==> src/sv/log_page_parameter_extract_unit_macros.svh <==
// ---------------------------------------------------------------------------
// Log page parameter extract: assertion macros
// Shared concurrent assertion forms used by the RTL of this block.
// ---------------------------------------------------------------------------
`ifndef LOG_PAGE_PARAMETER_EXTRACT_UNIT_MACROS_SVH
`define LOG_PAGE_PARAMETER_EXTRACT_UNIT_MACROS_SVH

// Same-cycle implication, checked at every rising edge outside reset.
`define LPPE_ASSERT_NOW(label, clk, rst, ante, cons, msg) \
   label: assert property (@(posedge clk) disable iff (rst) (ante) |-> (cons)) \
      else $error(msg);

// Next-cycle implication, checked at every rising edge outside reset.
`define LPPE_ASSERT_NEXT(label, clk, rst, ante, cons, msg) \
   label: assert property (@(posedge clk) disable iff (rst) (ante) |=> (cons)) \
      else $error(msg);

`endif

==> src/sv/lppe_pkg.sv <==
// ---------------------------------------------------------------------------
// Log page parameter extract: package
// Parse phase encoding, result word type and fixed field widths.
// ---------------------------------------------------------------------------
package lppe_pkg;

   localparam int unsigned ByteW   = 8;
   localparam int unsigned CodeW   = 16;
   localparam int unsigned ValueW  = 64;
   localparam int unsigned PosW    = 17;
   localparam int unsigned PageHdrLast = 3;   // last byte of the page header
   localparam int unsigned PageHdrLen  = 4;   // parameters start here
   localparam int unsigned ParamHdrLast = 3;  // length byte of a param header

   typedef enum logic [2:0] {
      PH_IDLE,
      PH_PAGE_HDR,
      PH_PARAM_HDR,
      PH_SKIP,
      PH_GATHER
   } lppe_phase_type;

   typedef struct packed {
      logic              found;
      logic [ValueW-1:0] param_value;
      logic [ByteW-1:0]  param_length;
   } lppe_result_type;

endpackage

==> src/sv/lppe_parser.sv <==
// ---------------------------------------------------------------------------
// Log page parameter extract: byte parser
// Per-byte parse state and the result of the byte being consumed.
// ---------------------------------------------------------------------------
`include "log_page_parameter_extract_unit_macros.svh"

module lppe_parser (
   input  logic                          clock,
   input  logic                          reset,
   input  logic                          fire,
   input  logic [lppe_pkg::ByteW-1:0]    page_byte,
   input  logic                          page_start,
   input  logic [lppe_pkg::CodeW-1:0]    wanted_code,
   output logic                          res_valid,
   output lppe_pkg::lppe_result_type     res
);
   import lppe_pkg::*;

   lppe_phase_type     phase_ff, phase_in, phase_cur;
   logic [PosW-1:0]    pos_ff, pos_in, pos_cur, pos_next, page_end;
   logic [CodeW-1:0]   len_ff, len_in, len_cur, len_upd;
   logic [CodeW-1:0]   code_ff, code_in, code_cur;
   logic [ByteW-1:0]   left_ff, left_in, left_cur, left_dec;
   logic [ValueW-1:0]  val_ff, val_in, val_cur, val_new;
   logic [ByteW-1:0]   mlen_ff, mlen_in, mlen_cur;
   logic               hdr_end;

   always_ff @(posedge clock) begin
      if (reset) begin
         phase_ff <= PH_IDLE;
         pos_ff   <= '0;
         len_ff   <= '0;
         code_ff  <= '0;
         left_ff  <= '0;
         val_ff   <= '0;
         mlen_ff  <= '0;
      end else begin
         phase_ff <= phase_in;
         pos_ff   <= pos_in;
         len_ff   <= len_in;
         code_ff  <= code_in;
         left_ff  <= left_in;
         val_ff   <= val_in;
         mlen_ff  <= mlen_in;
      end
   end

   always_comb begin
      // a start byte wipes the page state before it is parsed
      phase_cur = page_start ? PH_PAGE_HDR : phase_ff;
      pos_cur   = page_start ? '0 : pos_ff;
      len_cur   = page_start ? '0 : len_ff;
      code_cur  = page_start ? '0 : code_ff;
      left_cur  = page_start ? '0 : left_ff;
      val_cur   = page_start ? '0 : val_ff;
      mlen_cur  = page_start ? '0 : mlen_ff;

      len_upd = len_cur;
      if (phase_cur == PH_PAGE_HDR) begin
         if (pos_cur == PosW'(2)) begin
            len_upd = {page_byte, len_cur[7:0]};
         end else if (pos_cur == PosW'(PageHdrLast)) begin
            len_upd = {len_cur[15:8], page_byte};
         end
      end
      pos_next = pos_cur + PosW'(1);
      page_end = {1'b0, len_upd} + PosW'(PageHdrLen);
      hdr_end  = (pos_next >= page_end);
      left_dec = left_cur - ByteW'(1);
      val_new  = {val_cur[ValueW-ByteW-1:0], page_byte};

      phase_in  = phase_ff;
      pos_in    = pos_ff;
      len_in    = len_ff;
      code_in   = code_ff;
      left_in   = left_ff;
      val_in    = val_ff;
      mlen_in   = mlen_ff;
      res_valid = 1'b0;
      res       = '0;

      if (fire) begin
         phase_in = phase_cur;
         pos_in   = pos_cur;
         len_in   = len_cur;
         code_in  = code_cur;
         left_in  = left_cur;
         val_in   = val_cur;
         mlen_in  = mlen_cur;
         if (phase_cur != PH_IDLE) begin
            pos_in = pos_next;
            len_in = len_upd;
            unique case (phase_cur)
               PH_PAGE_HDR: begin
                  if (pos_cur >= PosW'(PageHdrLast)) begin
                     if (hdr_end) begin
                        res_valid = 1'b1;
                        phase_in  = PH_IDLE;
                     end else begin
                        phase_in = PH_PARAM_HDR;
                        left_in  = '0;
                     end
                  end
               end
               PH_PARAM_HDR: begin
                  if (left_cur == ByteW'(0)) begin
                     code_in = {page_byte, code_cur[7:0]};
                  end else if (left_cur == ByteW'(1)) begin
                     code_in = {code_cur[15:8], page_byte};
                  end
                  if (left_cur < ByteW'(ParamHdrLast)) begin
                     left_in = left_cur + ByteW'(1);
                  end else if (code_cur == wanted_code) begin
                     mlen_in = page_byte;
                     val_in  = '0;
                     if (page_byte == '0) begin
                        res_valid = 1'b1;
                        res.found = 1'b1;
                        phase_in  = PH_IDLE;
                     end else begin
                        left_in  = page_byte;
                        phase_in = PH_GATHER;
                     end
                  end else if (page_byte == '0) begin
                     if (hdr_end) begin
                        res_valid = 1'b1;
                        phase_in  = PH_IDLE;
                     end else begin
                        phase_in = PH_PARAM_HDR;
                        left_in  = '0;
                     end
                  end else begin
                     left_in  = page_byte;
                     phase_in = PH_SKIP;
                  end
               end
               PH_SKIP: begin
                  left_in = left_dec;
                  if (left_dec == '0) begin
                     if (hdr_end) begin
                        res_valid = 1'b1;
                        phase_in  = PH_IDLE;
                     end else begin
                        phase_in = PH_PARAM_HDR;
                        left_in  = '0;
                     end
                  end
               end
               PH_GATHER: begin
                  val_in  = val_new;
                  left_in = left_dec;
                  if (left_dec == '0) begin
                     res_valid        = 1'b1;
                     res.found        = 1'b1;
                     res.param_value  = val_new;
                     res.param_length = mlen_cur;
                     phase_in         = PH_IDLE;
                  end
               end
               default: begin
                  phase_in = PH_IDLE;
               end
            endcase
         end
      end
   end

   `LPPE_ASSERT_NEXT(a_idle_after_result, clock, reset, fire && res_valid, phase_ff == PH_IDLE, "parser not idle after result")
   `LPPE_ASSERT_NOW(a_miss_is_zero, clock, reset, res_valid && !res.found, res.param_value == '0 && res.param_length == '0, "not-found result carries data")
   `LPPE_ASSERT_NOW(a_count_live, clock, reset, phase_ff == PH_GATHER || phase_ff == PH_SKIP, left_ff != '0, "value byte count empty in value phase")

endmodule

==> src/sv/log_page_parameter_extract_unit.sv <==
// ---------------------------------------------------------------------------
// Log page parameter extract unit
// Scans a log page byte stream for one parameter code and returns its value.
// ---------------------------------------------------------------------------
// Feed the page one byte per word on req_, with req_page_start high on byte 0.
// Bytes 2..3 give the page length; parameter headers (code, control, length)
// follow from byte 4. When a header code equals the value last written on the
// csr_ port, its value bytes are collected big-endian (low 64 bits kept) and
// one word with rsp_found = 1 comes out; if the page runs out first, one word
// with rsp_found = 0 and zero data comes out. One rsp_ word per page at most;
// a new start byte abandons any unfinished page. The unit takes one byte per
// cycle while rsp_ is not stalled: a byte goes into an input register, the
// parser updates its state from that register and loads the result register,
// which drives rsp_. The result register decouples the two sides;
// req_stall rises only when a byte waits in the input register while a
// finished word sits stalled on rsp_. Write csr_ only while the unit is idle.
// ---------------------------------------------------------------------------
`include "log_page_parameter_extract_unit_macros.svh"

module log_page_parameter_extract_unit (
   input  logic                          clock,
   input  logic                          reset,
   // configuration
   input  logic                          csr_write_en,
   input  logic [lppe_pkg::CodeW-1:0]    csr_write_data,
   // byte input
   input  logic                          req_valid,
   output logic                          req_stall,
   input  logic [lppe_pkg::ByteW-1:0]    req_page_byte,
   input  logic                          req_page_start,
   // result output
   output logic                          rsp_valid,
   input  logic                          rsp_stall,
   output logic                          rsp_found,
   output logic [lppe_pkg::ValueW-1:0]   rsp_param_value,
   output logic [lppe_pkg::ByteW-1:0]    rsp_param_length
);
   import lppe_pkg::*;

   logic [CodeW-1:0]  wanted_ff;

   // input register
   logic              in_valid_ff, in_valid_in;
   logic [ByteW-1:0]  in_byte_ff;
   logic              in_start_ff;

   // result register
   logic              out_valid_ff, out_valid_in;
   lppe_result_type   out_ff;

   logic              out_free;   // result register can take a new word
   logic              fire;       // parser consumes the byte in the input register
   logic              req_take;
   logic              res_valid;
   lppe_result_type   res;

   assign out_free  = !out_valid_ff || !rsp_stall;
   assign fire      = in_valid_ff && out_free;
   assign req_stall = in_valid_ff && !out_free;
   assign req_take  = req_valid && !req_stall;

   assign in_valid_in  = req_take ? 1'b1 : (in_valid_ff && !fire);
   assign out_valid_in = (fire && res_valid) ? 1'b1 : (out_valid_ff && rsp_stall);

   always_ff @(posedge clock) begin
      if (reset) begin
         wanted_ff    <= '0;
         in_valid_ff  <= 1'b0;
         out_valid_ff <= 1'b0;
      end else begin
         if (csr_write_en) begin
            wanted_ff <= csr_write_data;
         end
         in_valid_ff  <= in_valid_in;
         out_valid_ff <= out_valid_in;
      end
   end

   // payload registers, no reset needed
   always_ff @(posedge clock) begin
      if (req_take) begin
         in_byte_ff  <= req_page_byte;
         in_start_ff <= req_page_start;
      end
      if (fire && res_valid) begin
         out_ff <= res;
      end
   end

   lppe_parser u_parser (
      .clock       (clock),
      .reset       (reset),
      .fire        (fire),
      .page_byte   (in_byte_ff),
      .page_start  (in_start_ff),
      .wanted_code (wanted_ff),
      .res_valid   (res_valid),
      .res         (res)
   );

   assign rsp_valid        = out_valid_ff;
   assign rsp_found        = out_ff.found;
   assign rsp_param_value  = out_ff.param_value;
   assign rsp_param_length = out_ff.param_length;

   `LPPE_ASSERT_NEXT(a_hold_pending_byte, clock, reset, in_valid_ff && out_valid_ff && rsp_stall, in_valid_ff, "pending byte lost under stall")
   `LPPE_ASSERT_NEXT(a_result_loaded, clock, reset, fire && res_valid, out_valid_ff, "parser result not registered")
   `LPPE_ASSERT_NEXT(a_no_repeat, clock, reset, out_valid_ff && !rsp_stall && !(fire && res_valid), !out_valid_ff, "result word repeated")

endmodule
==> config.mk <==
export PLATFORM = sky130hd
export DESIGN_NAME = log_page_parameter_extract_unit
export DESIGN_NICKNAME = d
export VERILOG_FILES = /design/src/sv/lppe_pkg.sv /design/src/sv/lppe_parser.sv /design/src/sv/log_page_parameter_extract_unit.sv
export VERILOG_INCLUDE_DIRS = /design/src /design/src/sv
export SDC_FILE = /design/constraint.sdc
export NUM_CORES = 1
export LEC_CHECK = 0
export BUFFER_PORTS_ARGS = -buffer_cell sky130_fd_sc_hd__buf_2
export CORE_MARGIN = 4
export CORE_UTILIZATION = 47
export CTS_CLUSTER_SIZE = 14
export DETAILED_ROUTE_END_ITERATION = 8
export GPL_ROUTABILITY_DRIVEN = 0
export HOLD_SLACK_MARGIN = 0.08
export PLACE_DENSITY = 0.69
export SLEW_MARGIN = 15
export SYNTH_ARGS = -nofsm -noshare
export SYNTH_HDL_FRONTEND = slang
export SYNTH_SLANG_ARGS = --single-unit
==> constraint.sdc <==
create_clock -name clock -period 25.8 [get_ports clock]
set_clock_uncertainty 0.2 [all_clocks]
set_input_delay 1.29 -clock clock [delete_from_list [all_inputs] [get_ports clock]]
set_output_delay 1.29 -clock clock [all_outputs]
set_load 0.02 [all_outputs]
# == After elaboration in Yosys (flattened, before gate mapping) ==
# Cells that the tools add are included.
# word_totals
out_inout_bits,75
wordCells,109
in_bits,30
ff_bits,232
# op_classes
n_reduce_logical,18
n_lt_le_gt_ge,3
addsub,4
muxes,61
n_eq_ne,8
# op_table
cell,n
$mux W64,4
$mux W8,17
$mux W16,8
$pmux W64 S2,1
$mux W73,1
$eq A17 B2 Y1 const B,2
$mux W17,2
$pmux W8 S4,1
$logic_not A8 Y1,3
$mux W3,8
$add A16 B3 Y17 const B,1
$add A17 B1 Y17 const B,1
$ge A17 B17 Y1,1
$ge A17 B2 Y1 const B,1
$eq A16 B16 Y1,1
$mux W1,14
$pmux W3 S4,1
$add A8 B1 Y8 const B,1
$eq A8 B1 Y1 const B,1
$lt A8 B2 Y1 const B,1
$sub A8 B1 Y8 const B,1
$eq A3 B2 Y1 const B,2
$logic_and A1 B1 Y1,6
$logic_not A1 Y1,5
other kinds (9),10

# == Logic depth before layout (Yosys ltp) ==
# logic_depth
word_depth,16
depth_mapped,27
depth_no_buf,21

# == Hierarchy ==
# A second synthesis with hierarchy kept.
# hier_totals
cells_unflattened,1052
area_unflattened_um2,10405.0
# by_module_without_submodules
mod,area_per_inst_um2,n_inst,seq_area_each_um2,cells_per_inst
lppe_parser,7274.5,1,2482.4,906
log_page_parameter_extract_unit,3130.5,1,2822.7,146

# == Least setup slack after synthesis ==
# Ideal clock, no wire load.
# synth_timing
path_kind,register to register
startpoint,register in_start_ff
endpoint,"register out_ff, in the netlist rsp_found, enable pin"
arrival_time_ns,8.305
t_required_ns,25.095
period_less_slack_ns,9.010
stages_incl_launch_ff,27
n_path_buf,8
setup_time_ns,0.505
path_slack_ns,16.790
cell_sequence,edfxtp_1 -> clkbuf_1 -> clkbuf_1 -> buf_1 -> clkbuf_1 -> buf_1 -> clkbuf_1 -> nor2b_1 -> ha_1 -> nor2_1 -> nand3_1 -> clkbuf_1 -> nor2_1 -> a31o_2 -> ha_1 -> nand3b_1 -> or3_1 -> a211oi_1 -> a21oi_1 -> ha_1 -> nand4_1 -> a311o_1 -> and2_1 -> clkbuf_1 -> o21ai_0 -> a22oi_1 -> nor2_1
# synth_between
elab_chain_cells,15
word_cells_on_any_way,34
classes_between,add/sub: 3; order compare: 3; eq/ne: 7; mux: 18; reduce/logical: 3
# synth_rtl
item,line,source
"start, declared",log_page_parameter_extract_unit.sv:45,logic in_start_ff;
"start signal, assigned",log_page_parameter_extract_unit.sv:83,in_start_ff <= req_page_start;
$mux W17,lppe_parser.sv:51,pos_cur = page_start ? '0 : pos_ff;
$eq A17 B2 Y1,lppe_parser.sv:62,end else if (pos_cur == PosW'(PageHdrLast)) begin
$mux W8,lppe_parser.sv:62,
$mux W16,lppe_parser.sv:60,if (pos_cur == PosW'(2)) begin
$mux W16,lppe_parser.sv:59,if (phase_cur == PH_PAGE_HDR) begin
$add A16 B3 Y17,lppe_parser.sv:67,"page_end = {1'b0, len_upd} + PosW'(PageHdrLen);"
$ge A17 B17 Y1,lppe_parser.sv:68,hdr_end = (pos_next >= page_end);
$mux W1,"lppe_parser.sv:96, lppe_parser.sv:125, lppe_parser.sv:140",
$mux W1,lppe_parser.sv:124,end else if (page_byte == '0) begin
$mux W1,lppe_parser.sv:113,end else if (code_cur == wanted_code) begin
$mux W1,lppe_parser.sv:111,if (left_cur < ByteW'(ParamHdrLast)) begin
$pmux W1 S4,lppe_parser.sv:93,unique case (phase_cur)
$mux W1 (*),lppe_parser.sv:90,if (phase_cur != PH_IDLE) begin
$mux W1 (*),lppe_parser.sv:82,if (fire) begin
$logic_and A1 B1 Y1 (*),log_page_parameter_extract_unit.sv:85,if (fire && res_valid) begin
"end signal, assigned",log_page_parameter_extract_unit.sv:86,out_ff <= res;
"end, declared",log_page_parameter_extract_unit.sv:49,lppe_result_type out_ff;
# Mark *: on every way between the ends. The rest lies on a longest branch, timed or not.
# A chain may end at the register's enable or synchronous reset.

# == Final worst setup path ==
# layout_timing
startpoint,register in_start_ff
endpoint,"register out_ff, in the netlist rsp_param_length[6], enable pin"
# The elaborated chain is that of the path after synthesis.

==> impl_metrics.py <==
metrics = {
    "run_status": {
        "status": "finished, final reports clean",
    },
    "synth": {
        "synth.ff_latch_count": 224,
        "seq_area_frac_synth_pct": 50.0,
        "synthFlopType": "dfxtp_1",
        "synth_edf_count": 82,
        "syn-instance-count": 1136,
        "syn_area_um2": 10600,
        "async_reset_ff_share_pct": 0,
        "yosys-top-cells-count": "nor2_1 (192), dfxtp_1 (142), a22oi_1 (87), edfxtp_1 (82), and3_1 (79)",
        "synth_top_area_cell": "dfxtp_1",
        "synth_most_common_cell": "nor2_1",
        "synth_area_leaders": "dfxtp_1 (27%), edfxtp_1 (23%), nor2_1 (6.8%), a22oi_1 (6.2%), and3_1 (4.7%)",
        "yosysWarningCount": 0,
        "avgSynthCellArea_um2": 9.35,
        "syn-num-nets": 1189,
        "yosysUniqueCellTypes": 70,
        "synth_top_area_share_pct": 26.8,
    },
    "die": {
        "die_x_um": 158,
        "fp-row-count": 54,
        "pin_count": 105,
        "die_area_um2": 25100,
        "die_y_um": 158,
        "initial_core_util_pct": 48.2,
        "coreArea_um2": 22000,
    },
    "global_routing": {
        "antenna_found_initial": 0,
        "grt_start_max_net_pins": 129,
        "grt-ovfl-total": 0,
        "grt_pass1_wl_um": 41200,
        "grt_pass1_vias": 8038,
        "grt_usage_pct": 19.8,
    },
    "routing": {
        "drt-pass1-iter-count": 5,
        "ant_nets": 0,
        "drc_errors": 0,
        "drt_wl_total_um": 25300,
        "wl_per_cell_um": 17.1,
        "vias": 8565,
        "drtIter0Drc": 862,
        "vias_per_cell": 5.77,
    },
    "pwr": {
        "ir_drop_mv": 0.0692,
        "cellPowerDensity_nw_per_um2": 62.9,
        "p_leak_uw": 0.00443,
    },
    "critical_path": {
        "worstPathMaxFanout": 73,
        "critPathKind": "flip-flop to flip-flop",
        "worst_setup_path_start_kind": "flip-flop",
        "cp.arrival_ns": 6.99,
        "cp-end-kind": "flip-flop",
        "required_ns": 25.74,
    },
    "sta": {
        "slew_violations": 0,
        "tightest_slew_ns": 1.08,
        "rsz0062_at_grt": "false",
        "slew-limit-headroom_pct": 28.1,
        "fin_crit_sh_pct": 27.3,
        "max_freq_mhz": 142,
        "finalCriticalPeriod_ns": 7.05,
        "timing.hold.ws_ns": 0.264,
        "hold_viol": 0,
        "setup_violations": 0,
        "finalSetupTns_ns": 0,
    },
    "cells_and_area": {
        "layout-drive-gt1-share_pct": 14.0,
        "nFillCells": 1940,
        "regArea_um2": 5310,
        "area_growth_pct": 13.6,
        "nets": 1239,
        "multi_input_area_um2": 4910,
        "n_antenna_cell": 0,
    },
    "clock_tree": {
        "clkSinkCount": 224,
        "cts_max_level": 1,
        "clock_latency_ns": 0.53,
        "cts_resized": 0,
        "cts_hold_buf": 0,
        "cts_root_buf": "clkbuf_16",
        "post_cts.repair.setup_buffers": 0,
        "clk_pin_slew_worst_paths_ns": 0.06,
        "tritoncts": "built",
        "cts_buffer_depth": 3,
        "cts_made_buffers": 24,
    },
    "placed_design": {
        "place_hpwl_um": 16400,
        "io_buffers": 104,
    },
    "worst_hold_path": {
        "hp-class": "flip-flop to flip-flop",
    },
    "job": {
        "drv_cap": 0,
    },
}
layout by cell type (no fill, tap or decap), types with 14 or more instances in the layout:
cell / netlist / layout
inv_1: 23 / 23
a21oi_1: 48 / 48
nor2_1: 192 / 190
xnor2_1: 27 / 27
xor2_1: 14 / 14
nand2_1: 61 / 61
buf_2: 5 / 103
nor3_1: 18 / 18
dfxtp_1: 142 / 142
a31oi_1: 18 / 18
nand3_1: 20 / 20
mux2i_1: 23 / 23
a22oi_1: 87 / 87
ha_1: 23 / 23
clkbuf_16: 0 / 25
and3_1: 79 / 79
o21ai_0: 52 / 52
edfxtp_1: 82 / 82
final timing paths:
| kind | end | startpoint | depth (start not counted) | slack, ns |
|---|---|---|---|---|
| hold / removal | u_parser.mlen_ff[7] | u_parser.mlen_ff[7] | 1 | 0.26 |
| setup / recovery | rsp_param_length[6] | in_start_ff | 20 | 18.75 |
| hold reg to reg | u_parser.mlen_ff[7] | u_parser.mlen_ff[7] | 1 | 0.26 |
| setup reg to reg | rsp_param_length[6] | in_start_ff | 20 | 18.75 |
worst max-delay path, stage by stage (launching register included):
cell and delay, ns:
edfxtp_1 0.75, buf_4 0.66, nor2b_1 0.11, ha_1 0.28
nor2_1 0.12, nand3_1 0.55, nor2_1 0.27, a31o_2 0.17
ha_1 0.23, nand3b_1 0.21, or3_1 0.40, a211oi_1 0.25
a21oi_1 0.07, ha_1 0.34, nand4_1 0.10, a311o_1 0.37
and2_1 0.24, o21ai_0 0.18, a22oi_1 0.20, nor2_4 0.13
buf_4 0.67
registers in the layout, summed over array words and instances, names as in the netlist, 16 cells and up:
register / flops
u_parser.pos_ff: 17
u_parser.code_ff: 16
u_parser.val_ff: 56
wanted_ff: 16
u_parser.len_ff: 16
rsp_param_value: 64
metrics by stage:
step / instance area, µm² / worst slack (ns) / instances / util [%] / power, µW
floorplan: 10600 / 16.79 / 1136 / - / 403
global placement: 11200 / 19.02 / 1440 / 51.0 / 415
detailed placement: 11200 / 18.81 / 1440 / 51.0 / 416
CTS: 12100 / 18.80 / 1484 / 54.7 / 768
global route: 12100 / 18.19 / 1484 / 54.8 / 787
finish: 12100 / 18.75 / 1484 / 54.8 / 760
logic make-up after synthesis:
kind of cell | count (synthesis) | synth area share (%)
flip-flops | 224 | 50.0
multiplexers | 23 | 2.17
XOR/XNOR | 41 | 3.38
AND/OR/NAND/NOR | 448 | 20.8
AO/OA/AOI/OAI | 265 | 16.9
adder cells (fa/ha/maj) | 23 | 2.71
buffers and inverters | 112 | 4.15
area by class of cell:
class	count	share of cell area (%)
Inverter	23	0.715
Timing Repair Buffer	113	4.89
Clock buffer	33	5.85
Sequential cell	224	44.0
Tap cell	280	2.90
Multi-Input combinational cell	800	40.7
Clock inverter	11	0.964
per-layer routing:
metal	wire length [µm]	vias to the layer above	GRT usage (%)
met3	1570	51	2.88
li1	-	4233	-
met2	11600	282	32.3
met1	11600	3999	27.9
met5	0	-	0
met4	638	0	5.36
report_power, final:
part / switching, µW / total [µW] / leakage (µW) / internal (µW)
Combinational: 22.2 / 33.0 / 0.00228 / 10.8
Sequential: 8.15 / 375 / 0.00174 / 367
Clock: 140 / 351 / 0.000406 / 211
Total: 170 / 760 / 0.00443 / 590
No activity file was read; power rests on OpenSTA's default activity.
